--- src/hdl/tosm_pkg.sv ---
// Package with shared constants, codes and types of the timestamp-ordered stream merger.
`timescale 1ns / 1ps

package tosm_pkg;

    localparam int NPORTS      = 8;
    localparam int TAG_BITS    = 16;
    localparam int MAX_RESULTS = 9;
    localparam int IDX_W       = (NPORTS > 1) ? $clog2(NPORTS) : 1;
    localparam int CNT_W       = $clog2(MAX_RESULTS + 1);
    localparam int PORT_W      = 3;
    localparam int TIME_W      = 63;
    localparam int TAGF_W      = 16;
    localparam int AGE_W       = 17;
    localparam int TARDY_W     = 16;
    localparam int EV_W        = 2;
    localparam int CFG_IDX_W   = 1;
    localparam int CFG_DATA_W  = 16;

    localparam logic [TIME_W-1:0]  END_OF_TIME   = {TIME_W{1'b1}};
    localparam logic [AGE_W-1:0]   AGE_MAX       = {AGE_W{1'b1}};
    localparam logic [TARDY_W-1:0] TARDY_RESET   = 16'd1000;

    localparam logic [EV_W-1:0] EV_FORWARD = 2'd0;
    localparam logic [EV_W-1:0] EV_DROPPED = 2'd1;
    localparam logic [EV_W-1:0] EV_REFUSED = 2'd2;

    localparam logic CMD_ARRIVE = 1'b0;
    localparam logic CMD_TICK   = 1'b1;

    localparam logic [CFG_IDX_W-1:0] REG_TARDY = 1'b0;
    localparam logic [CFG_IDX_W-1:0] REG_DROP  = 1'b1;

    typedef enum logic [2:0] {
        S_IDLE,
        S_APPLY,
        S_SCAN,
        S_DECIDE,
        S_FLUSH
    } t_state;

    typedef struct packed {
        logic latch;
        logic apply;
        logic scan_clr;
        logic scan_step;
        logic fwd;
        logic push;
        logic push_last;
    } t_ctl_cmd;

    typedef struct packed {
        logic scan_last;
        logic blocked;
        logic found;
        logic pend_valid;
        logic out_free;
        logic cnt_full;
    } t_ctl_sts;

endpackage

--- src/hdl/tosm_ctrl.sv ---
// Controller state machine that sequences arrival handling, port scans and result hand-off.
`timescale 1ns / 1ps

module tosm_ctrl (
    input  logic                i_clk,
    input  logic                i_rst_n,
    input  logic                i_in_valid,
    input  tosm_pkg::t_ctl_sts  i_sts,
    output tosm_pkg::t_ctl_cmd  o_cmd,
    output logic                o_in_ready
);

    tosm_pkg::t_state r_state;
    tosm_pkg::t_state n_state;

    always_ff @(posedge i_clk) begin
        if (!i_rst_n) begin
            r_state <= tosm_pkg::S_IDLE;
        end else begin
            r_state <= n_state;
        end
    end

    always_comb begin
        n_state    = r_state;
        o_cmd      = '0;
        o_in_ready = 1'b0;
        unique case (r_state)
            tosm_pkg::S_IDLE: begin
                o_in_ready = 1'b1;
                if (i_in_valid) begin
                    o_cmd.latch = 1'b1;
                    n_state     = tosm_pkg::S_APPLY;
                end
            end
            tosm_pkg::S_APPLY: begin
                o_cmd.apply    = 1'b1;
                o_cmd.scan_clr = 1'b1;
                n_state        = tosm_pkg::S_SCAN;
            end
            tosm_pkg::S_SCAN: begin
                o_cmd.scan_step = 1'b1;
                if (i_sts.scan_last) begin
                    n_state = tosm_pkg::S_DECIDE;
                end
            end
            tosm_pkg::S_DECIDE: begin
                if (i_sts.blocked || !i_sts.found || i_sts.cnt_full) begin
                    n_state = tosm_pkg::S_FLUSH;
                end else if (!i_sts.pend_valid || i_sts.out_free) begin
                    o_cmd.fwd      = 1'b1;
                    o_cmd.push     = i_sts.pend_valid;
                    o_cmd.scan_clr = 1'b1;
                    n_state        = tosm_pkg::S_SCAN;
                end
            end
            tosm_pkg::S_FLUSH: begin
                if (!i_sts.pend_valid) begin
                    n_state = tosm_pkg::S_IDLE;
                end else if (i_sts.out_free) begin
                    o_cmd.push      = 1'b1;
                    o_cmd.push_last = 1'b1;
                    n_state         = tosm_pkg::S_IDLE;
                end
            end
            default: begin
                n_state = tosm_pkg::S_IDLE;
            end
        endcase
    end

endmodule

--- src/hdl/tosm_datapath.sv ---
// Datapath with port head slots, configuration, scan accumulators and result registers.
`timescale 1ns / 1ps

module tosm_datapath (
    input  logic                                 i_clk,
    input  logic                                 i_rst_n,
    input  tosm_pkg::t_ctl_cmd                   i_cmd,
    output tosm_pkg::t_ctl_sts                   o_sts,
    input  logic                                 i_cfg_valid,
    input  logic [tosm_pkg::CFG_IDX_W-1:0]       i_cfg_index,
    input  logic [tosm_pkg::CFG_DATA_W-1:0]      i_cfg_data,
    input  logic                                 i_command,
    input  logic [tosm_pkg::PORT_W-1:0]          i_port,
    input  logic [tosm_pkg::TIME_W-1:0]          i_start_time,
    input  logic [tosm_pkg::TAGF_W-1:0]          i_tag,
    input  logic                                 i_out_ready,
    output logic                                 o_out_valid,
    output logic [tosm_pkg::EV_W-1:0]            o_event_res,
    output logic [tosm_pkg::PORT_W-1:0]          o_out_port,
    output logic [tosm_pkg::TIME_W-1:0]          o_out_time,
    output logic [tosm_pkg::TAGF_W-1:0]          o_out_tag,
    output logic                                 o_was_late,
    output logic                                 o_last
);

    localparam int NP   = tosm_pkg::NPORTS;
    localparam int IW   = tosm_pkg::IDX_W;
    localparam int TW   = tosm_pkg::TIME_W;
    localparam int TB   = tosm_pkg::TAG_BITS;
    localparam int AW   = tosm_pkg::AGE_W;

    logic          r_hv   [NP];
    logic [TW-1:0] r_ht   [NP];
    logic [TB-1:0] r_htag [NP];
    logic          r_hl   [NP];
    logic          r_seen [NP];
    logic [AW-1:0] r_age  [NP];
    logic [TW-1:0] r_lft;

    logic [tosm_pkg::TARDY_W-1:0] r_tardy;
    logic                         r_drop;

    logic                            r_cmd;
    logic [tosm_pkg::PORT_W-1:0]     r_port;
    logic [TW-1:0]                   r_time;
    logic [TB-1:0]                   r_tag;

    logic [IW-1:0] r_idx;
    logic          r_blk;
    logic          r_fnd;
    logic [IW-1:0] r_bidx;
    logic [TW-1:0] r_btime;

    logic                          r_pv;
    logic [tosm_pkg::EV_W-1:0]     r_pev;
    logic [tosm_pkg::PORT_W-1:0]   r_pport;
    logic [TW-1:0]                 r_ptime;
    logic [TB-1:0]                 r_ptag;
    logic                          r_plate;

    logic [tosm_pkg::CNT_W-1:0] r_cnt;

    logic                          r_ov;
    logic [tosm_pkg::EV_W-1:0]     r_oev;
    logic [tosm_pkg::PORT_W-1:0]   r_oport;
    logic [TW-1:0]                 r_otime;
    logic [TB-1:0]                 r_otag;
    logic                          r_olate;
    logic                          r_olast;

    logic          port_ok;
    logic [IW-1:0] pidx;
    logic          late;
    logic          out_free;
    logic          cur_blk;
    logic          cur_better;

    assign pidx     = IW'(r_port);
    assign port_ok  = (int'(r_port) < NP);
    assign late     = (r_lft < tosm_pkg::END_OF_TIME) && (r_time < tosm_pkg::END_OF_TIME) &&
                      (r_time < r_lft);
    assign out_free = !r_ov || i_out_ready;
    assign cur_blk  = !r_hv[r_idx] && r_seen[r_idx] &&
                      (r_age[r_idx] <= AW'(r_tardy));
    assign cur_better = r_hv[r_idx] && (r_ht[r_idx] < r_btime);

    assign o_sts.scan_last  = (r_idx == IW'(NP - 1));
    assign o_sts.blocked    = r_blk;
    assign o_sts.found      = r_fnd;
    assign o_sts.pend_valid = r_pv;
    assign o_sts.out_free   = out_free;
    assign o_sts.cnt_full   = (r_cnt == tosm_pkg::CNT_W'(tosm_pkg::MAX_RESULTS));

    always_ff @(posedge i_clk) begin
        if (!i_rst_n) begin
            r_tardy <= tosm_pkg::TARDY_RESET;
            r_drop  <= 1'b1;
        end else if (i_cfg_valid) begin
            unique case (i_cfg_index)
                tosm_pkg::REG_TARDY: r_tardy <= i_cfg_data[tosm_pkg::TARDY_W-1:0];
                tosm_pkg::REG_DROP:  r_drop  <= i_cfg_data[0];
                default: begin
                end
            endcase
        end
    end

    always_ff @(posedge i_clk) begin
        if (i_cmd.latch) begin
            r_cmd  <= i_command;
            r_port <= i_port;
            r_time <= i_start_time;
            r_tag  <= TB'(i_tag);
        end
    end

    always_ff @(posedge i_clk) begin
        if (!i_rst_n) begin
            for (int p = 0; p < NP; p++) begin
                r_hv[p]   <= 1'b0;
                r_hl[p]   <= 1'b0;
                r_seen[p] <= 1'b0;
                r_age[p]  <= '0;
            end
            r_lft <= tosm_pkg::END_OF_TIME;
            r_pv  <= 1'b0;
            r_cnt <= '0;
        end else begin
            if (i_cmd.latch) begin
                r_cnt <= '0;
            end
            if (i_cmd.apply) begin
                if (r_cmd == tosm_pkg::CMD_ARRIVE) begin
                    if (port_ok) begin
                        if (r_hv[pidx]) begin
                            r_pv    <= 1'b1;
                            r_pev   <= tosm_pkg::EV_REFUSED;
                            r_pport <= r_port;
                            r_ptime <= r_time;
                            r_ptag  <= r_tag;
                            r_plate <= 1'b0;
                            r_cnt   <= r_cnt + 1'b1;
                        end else begin
                            r_seen[pidx] <= 1'b1;
                            r_age[pidx]  <= '0;
                            if (late && r_drop) begin
                                r_pv    <= 1'b1;
                                r_pev   <= tosm_pkg::EV_DROPPED;
                                r_pport <= r_port;
                                r_ptime <= r_time;
                                r_ptag  <= r_tag;
                                r_plate <= 1'b1;
                                r_cnt   <= r_cnt + 1'b1;
                            end else begin
                                r_hv[pidx]   <= 1'b1;
                                r_ht[pidx]   <= r_time;
                                r_htag[pidx] <= r_tag;
                                r_hl[pidx]   <= late;
                            end
                        end
                    end
                end else begin
                    for (int p = 0; p < NP; p++) begin
                        if (r_seen[p] && (r_age[p] < tosm_pkg::AGE_MAX)) begin
                            r_age[p] <= r_age[p] + 1'b1;
                        end
                    end
                end
            end
            if (i_cmd.fwd) begin
                r_pv           <= 1'b1;
                r_pev          <= tosm_pkg::EV_FORWARD;
                r_pport        <= tosm_pkg::PORT_W'(r_bidx);
                r_ptime        <= r_btime;
                r_ptag         <= r_htag[r_bidx];
                r_plate        <= r_hl[r_bidx];
                r_cnt          <= r_cnt + 1'b1;
                r_hv[r_bidx]   <= 1'b0;
                r_hl[r_bidx]   <= 1'b0;
                r_ht[r_bidx]   <= tosm_pkg::END_OF_TIME;
                r_lft          <= r_btime;
            end else if (i_cmd.push_last) begin
                r_pv <= 1'b0;
            end
        end
    end

    always_ff @(posedge i_clk) begin
        if (!i_rst_n) begin
            r_idx <= '0;
            r_blk <= 1'b0;
            r_fnd <= 1'b0;
        end else if (i_cmd.scan_clr) begin
            r_idx   <= '0;
            r_blk   <= 1'b0;
            r_fnd   <= 1'b0;
            r_btime <= tosm_pkg::END_OF_TIME;
        end else if (i_cmd.scan_step) begin
            r_idx <= r_idx + 1'b1;
            if (cur_blk) begin
                r_blk <= 1'b1;
            end
            if (cur_better) begin
                r_fnd   <= 1'b1;
                r_bidx  <= r_idx;
                r_btime <= r_ht[r_idx];
            end
        end
    end

    always_ff @(posedge i_clk) begin
        if (!i_rst_n) begin
            r_ov <= 1'b0;
        end else if (i_cmd.push) begin
            r_ov    <= 1'b1;
            r_oev   <= r_pev;
            r_oport <= r_pport;
            r_otime <= r_ptime;
            r_otag  <= r_ptag;
            r_olate <= r_plate;
            r_olast <= i_cmd.push_last;
        end else if (i_out_ready) begin
            r_ov <= 1'b0;
        end
    end

    assign o_out_valid = r_ov;
    assign o_event_res = r_oev;
    assign o_out_port  = r_oport;
    assign o_out_time  = r_otime;
    assign o_out_tag   = tosm_pkg::TAGF_W'(r_otag);
    assign o_was_late  = r_olate;
    assign o_last      = r_olast;

endmodule

--- src/hdl/timestamp_ordered_stream_merger.sv ---
// Top level of the timestamp-ordered stream merger: controller and datapath.
`timescale 1ns / 1ps
// One item is taken at a time. An item goes through arrival handling and a first port scan,
// then a decision and a further port scan per forwarded message, then a final decision and
// the hand-over of any final result.
// Each forwarding step rests on a full port scan, which inspects one head slot per cycle.
// Synchronous active-low reset empties all ports, sets the last forwarded time to end of time,
// and loads the tardy window with 1000 and the drop policy with 1.

module timestamp_ordered_stream_merger (
    input  logic                                 i_clk,
    input  logic                                 i_rst_n,
    input  logic                                 i_in_valid,
    output logic                                 o_in_ready,
    input  logic                                 i_command,
    input  logic [tosm_pkg::PORT_W-1:0]          i_port,
    input  logic [tosm_pkg::TIME_W-1:0]          i_start_time,
    input  logic [tosm_pkg::TAGF_W-1:0]          i_tag,
    output logic                                 o_out_valid,
    input  logic                                 i_out_ready,
    output logic [tosm_pkg::EV_W-1:0]            o_event_res,
    output logic [tosm_pkg::PORT_W-1:0]          o_out_port,
    output logic [tosm_pkg::TIME_W-1:0]          o_out_time,
    output logic [tosm_pkg::TAGF_W-1:0]          o_out_tag,
    output logic                                 o_was_late,
    output logic                                 o_last,
    input  logic                                 i_cfg_valid,
    output logic                                 o_cfg_ready,
    input  logic [tosm_pkg::CFG_IDX_W-1:0]       i_cfg_index,
    input  logic [tosm_pkg::CFG_DATA_W-1:0]      i_cfg_data
);

    tosm_pkg::t_ctl_cmd cmd;
    tosm_pkg::t_ctl_sts sts;

    assign o_cfg_ready = 1'b1;

    tosm_ctrl u_ctrl (
        .i_clk      (i_clk),
        .i_rst_n    (i_rst_n),
        .i_in_valid (i_in_valid),
        .i_sts      (sts),
        .o_cmd      (cmd),
        .o_in_ready (o_in_ready)
    );

    tosm_datapath u_datapath (
        .i_clk        (i_clk),
        .i_rst_n      (i_rst_n),
        .i_cmd        (cmd),
        .o_sts        (sts),
        .i_cfg_valid  (i_cfg_valid),
        .i_cfg_index  (i_cfg_index),
        .i_cfg_data   (i_cfg_data),
        .i_command    (i_command),
        .i_port       (i_port),
        .i_start_time (i_start_time),
        .i_tag        (i_tag),
        .i_out_ready  (i_out_ready),
        .o_out_valid  (o_out_valid),
        .o_event_res  (o_event_res),
        .o_out_port   (o_out_port),
        .o_out_time   (o_out_time),
        .o_out_tag    (o_out_tag),
        .o_was_late   (o_was_late),
        .o_last       (o_last)
    );

endmodule

--- config.mk ---
export PLATFORM = sky130hd
export DESIGN_NAME = timestamp_ordered_stream_merger
export DESIGN_NICKNAME = d
export VERILOG_FILES = /design/src/hdl/tosm_pkg.sv /design/src/hdl/tosm_ctrl.sv /design/src/hdl/tosm_datapath.sv /design/src/hdl/timestamp_ordered_stream_merger.sv
export SDC_FILE = /design/constraint.sdc
export NUM_CORES = 2
export LEC_CHECK = 0
export ABC_AREA = 1
export BUFFER_PORTS_ARGS = -buffer_cell sky130_fd_sc_hd__buf_2
export CAP_MARGIN = 20
export CORE_MARGIN = 4
export CORE_UTILIZATION = 56
export DETAILED_ROUTE_END_ITERATION = 7
export PLACE_DENSITY_LB_ADDON = 0.2
export SYNTH_ARGS = -nofsm -noshare
export SYNTH_HDL_FRONTEND = slang
export SYNTH_SLANG_ARGS = --single-unit
--- constraint.sdc ---
create_clock -name i_clk -period 5.9 [get_ports i_clk]
set_clock_uncertainty 0.15 [all_clocks]
set_input_delay 0.295 -clock i_clk [delete_from_list [all_inputs] [get_ports i_clk]]
set_output_delay 0.295 -clock i_clk [all_outputs]
set_load 0.02 [all_outputs]
==> qor_table.md <==
| Step | Metric | Value |
|:---|:---|:---|
| drt | Total wire length | 135000 um |
| global routing | Global-route wire length before repair | 207000 um |
| worst setup path | Stages on the worst setup path | 19 |
| pwr | Clock network fraction of design power | 0.416 |
| worst setup path | Highest-delay cell along the critical path | inv_4 |
| global routing | Initial antenna violation count | 5 |
| sta | Final period utilization | 0.854 |
| status | Outcome | complete, no violations |
| worst setup path | Startpoint types | flip-flop |
| worst setup path | Critical Path AT | 5.23 ns |
| clock network | Clk_lat worst skew | 0.72 ns |
| sta | Worst hold slack | 0.125 ns |
| drt | Number of vias per cell | 5.75 |
| worst hold path | Hold wc startpoint | i_tag[0] |
| sta | Final hold violation count | 0 |
| synth | Post-Synth Simple-Gate Area | 0.128 |
| global routing | Gr usage total | 0.272 |
| synth | Share of the yosys chip area belonging to registers | 0.650 |
| clock network | Buffers from clock root to sink, at most | 3 |
| floorplan | Vertical die dimension | 313 um |
| clock network | Cell chosen for the clock root | clkbuf_16 |
| synth | FF+latch count, synth | 1215 |
| drt | ANT nets after route | 0 |
| sta | Shortest period the worst path allows | 5.04 ns |
| clock network | Sink Count | 1215 |
| pwr | Leakage | 23.1 nW |
| floorplan | Full die area | 98000 sq um |
| cells and area | Net count of the finished layout | 5404 |
| floorplan | Core box area | 91900 sq um |
| worst setup path | Count of buffering cells on the critical path with inverters included | 4 |
| drt | Pre-Repair DR Iteration Count | 6 |
| clock network | # resized after CTS | 0 |
| floorplan | Number of ports placed on the die boundary | 194 |
| synth | Combined area of all synthesized cells | 52100 sq um |
| worst setup path | Worst reg2reg path depth | 19 |
| synth | Portion of netlist area occupied by mux cells | 0.00576 |
| global routing | Overall overflow remaining after global route | 0 |
| worst setup path | Worst Setup End Kind | flip-flop |
| worst setup path | Cell Chain, Critical Path | inv_4 -> buf_4 -> o21ai_0 -> o22ai_1 -> inv_1 -> o21ai_0 -> ha_1 -> nand2_1 -> nor2_1 -> a211oi_1 -> nand2_1 -> nand2_1 -> nand2_1 -> nand2_1 -> nand2_1 -> nand2_1 -> nand2_1 -> a21oi_4 -> buf_4 |
| synth | Compound-Gate Fraction of Synth Area | 0.119 |
| worst setup path | Delay-heaviest family, CP | buffers and inverters |
| worst setup path | Start-to-end type of the worst setup path | reg2reg |
| floorplan | Row Count | 111 |
| worst hold path | Type of the most critical hold path | in2reg |
| clock network | Clock transition at the register clock pins on the worst setup and hold paths after CTS | 0.06 ns |
| synth | Post-synthesis cell type with the largest combined area | edfxtp_1 |
| synth | Synth area leaders | edfxtp_1 55%, dfxtp_1 10%, o21ai_0 5.3% |
| synth | Number of nets produced by synthesis | 5112 |
| sta | Worst-Margin Slew | 1.29 ns |
| clock network | Post-CTS Setup Bufs | 0 |
| worst setup path | Critical Path Max Stage Delay | 0.75 ns |
| placement | Port-buffer cells | 192 |
| placement | Detailed placement HPWL | 86700 um |
| sta | Achievable frequency | 199 MHz |
| placement | Final weighted congestion in routability-driven placement | 0.894 |
| synth | Synthesized area divided by synthesized cell count | 10.7 sq um |
| synth | Fraction of post-synthesis cell area in the top cell type by area | 0.549 |
| pwr | Internal Pwr Total | 0.0141 W |
| pwr | Net switching component of the power | 0.00417 W |
| drt | Average wire length per cell after detail routing | 20.8 um |
| synth | Number of different library cells in the post-synthesis netlist | 53 |
| synth | Async set-reset flop share out of synthesis | 0 |
| sta | Setup repair after global routing missed its margin | no |
| worst setup path | WP data required | 6.09 ns |
| worst setup path | Most common cell type on the critical path | nand2_1 |
| floorplan | Initial Util | 0.567 |
| floorplan | Die W | 313 um |
| sta | Headroom to the max-slew limit | 0.129 |
| sta | Number of max-slew violations in the final report | 0 |
| drt | Drc violations | 0 |
| clock network | Clock tree from TritonCTS | built |
| sta | # setup viols final | 0 |
| synth | Main combinational cell family by area after synthesis | simple AND/OR/NAND/NOR gates |
| run | Count of max-cap constraint violations | 0 |
| cells and area | Ratio of cells with drive above 1 in the final layout | 0.105 |
| drt | Number of DRC markers in iteration 0 | 3868 |
| pwr | Switching share of power | 0.228 |
| pwr | Areal power density over the cells | 308 nW/um^2 |
| global routing | Number of global-route vias before repair | 36100 |
| pwr | Combinational share of power | 0.064 |
| worst hold path | Cell count of the worst hold path | 2 |
| global routing | Maximum number of pins on one net before global-route repair | 177 |
| pwr | Maximum vdd drop | 278 uV |
| synth | Post-synth EDFFs | 952 |
| synth | Adder and majority cell fraction of the synthesized area | 0.0365 |
| clock network | Number of levels in the clock H-tree | 3 |
| synth | Leading cell type by number of instances after synthesis | edfxtp_1 |
| worst setup path | Max FO, Critical Path | 79 |
| cells and area | Antenna diode instance count | 0 |
| synth | Number of cells produced by synthesis | 4855 |
| synth | Most instantiated flip-flop cell in the synthesis netlist | edfxtp_1 |
| cells and area | Syn-to-layout area delta | 14.3% |
| drt | Via Count | 37300 |
| clock network | Number of buffers inserted during clock tree synthesis | 117 |
| pwr | Relative contribution of sequential cells to total power | 0.520 |
| synth | Synthesis warning total | 0 |
| sta | Summed negative setup slack over all endpoints | 0 ns |
| synth | Synth top cells by count | 952 x edfxtp_1, 699 x nand2_1, 556 x inv_1 |
| synth | Synth Area in XOR/XNOR | 0.00370 |
layer usage:
metal	part of all wire	vias to the layer above	GRT usage
met3	0.075	293	0.0398
met4	0.042	4	0.108
li1	-	17600	-
met2	0.48	1515	0.452
met5	0.00020	-	0
met1	0.40	17900	0.365
cell families (layout without fill, tap and decap cells):
logic type | Yosys count | after routing
mux | 30 | 30
other cells | 1 | 1
fa+ha+maj | 152 | 152
simple gates | 1538 | 1538
flops | 1215 | 1215
compound gates | 1117 | 1117
buf+inv | 780 | 1174
xor+xnor | 22 | 22
state kept, by name, indices dropped and copies added (netlist names), 8 cells and up, named ones only:
register,flops
u_datapath.r_lft,63
u_datapath.r_htag,128
u_datapath.r_age,136
u_datapath.r_time,63
u_datapath.r_seen,8
u_datapath.r_hl,8
u_datapath.r_tardy,16
u_datapath.r_hv,8
u_datapath.r_tag,16
u_datapath.o_out_tag,16
u_datapath.o_out_time,63
u_datapath.r_ptag,16
u_datapath.r_ht,504
u_datapath.r_ptime,63
u_datapath.r_btime,63
area by class of cell:
type,instances,area (sq um)
clock buffers,147,3120
clock inverters,74,783
fillers,7103,32400
inverters,574,2180
multi-input cells,2860,15300
flip-flops and latches,1215,33900
well taps,1243,1560
repair buffers,379,2760
through the flow:
stage                     std cells   util  setup WS (ns)  area, sq um  power [W]
final                          6492  0.648          0.863        59600     0.0183
after global routing           6492  0.648          0.583        59600     0.0189
after CTS                      6492  0.648          0.971        59600     0.0184
after detailed placement       6150  0.592          0.996        54400     0.0108
after global placement         6150  0.592          0.983        54400     0.0108
after floorplan                4855      -          0.592        52100     0.0104
timing repair:
action | in CTS | in global routing
setup endpoints to repair | 0 | 0
hold buffers | 121 | 0
endpoints found under the hold margin | 114 | 0
power by group through the flow:
stage / logic, W / registers [W] / clock network [W]
floorplan: 0.000726 / 0.00966 / 0
global placement: 0.00107 / 0.00971 / 0
detailed placement: 0.00110 / 0.00971 / 0
CTS: 0.00116 / 0.00953 / 0.00768
global route: 0.00131 / 0.00953 / 0.00808
finish: 0.00117 / 0.00953 / 0.00762
cells in the final DEF (no fill, tap or decap), types with 121 or more instances in the layout:
cell	netlist	layout
a21oi_1	228	226
buf_2	41	191
dfxtp_1	263	259
dlygate4sd3_1	0	121
edfxtp_1	952	952
ha_1	152	152
inv_1	556	548
nand2_1	699	699
nor2_1	502	498
o21ai_0	555	555
o22ai_1	130	130
final timing paths:
kind	endpoint	slack [ns]
max	u_datapath.r_btime[16]	0.86
max reg2reg	u_datapath.r_btime[16]	0.86
min reg2reg	u_datapath.o_out_port[1]	0.27
min	u_datapath.r_tag[0]	0.12
Note: power is estimated with default switching activity, not from simulation.
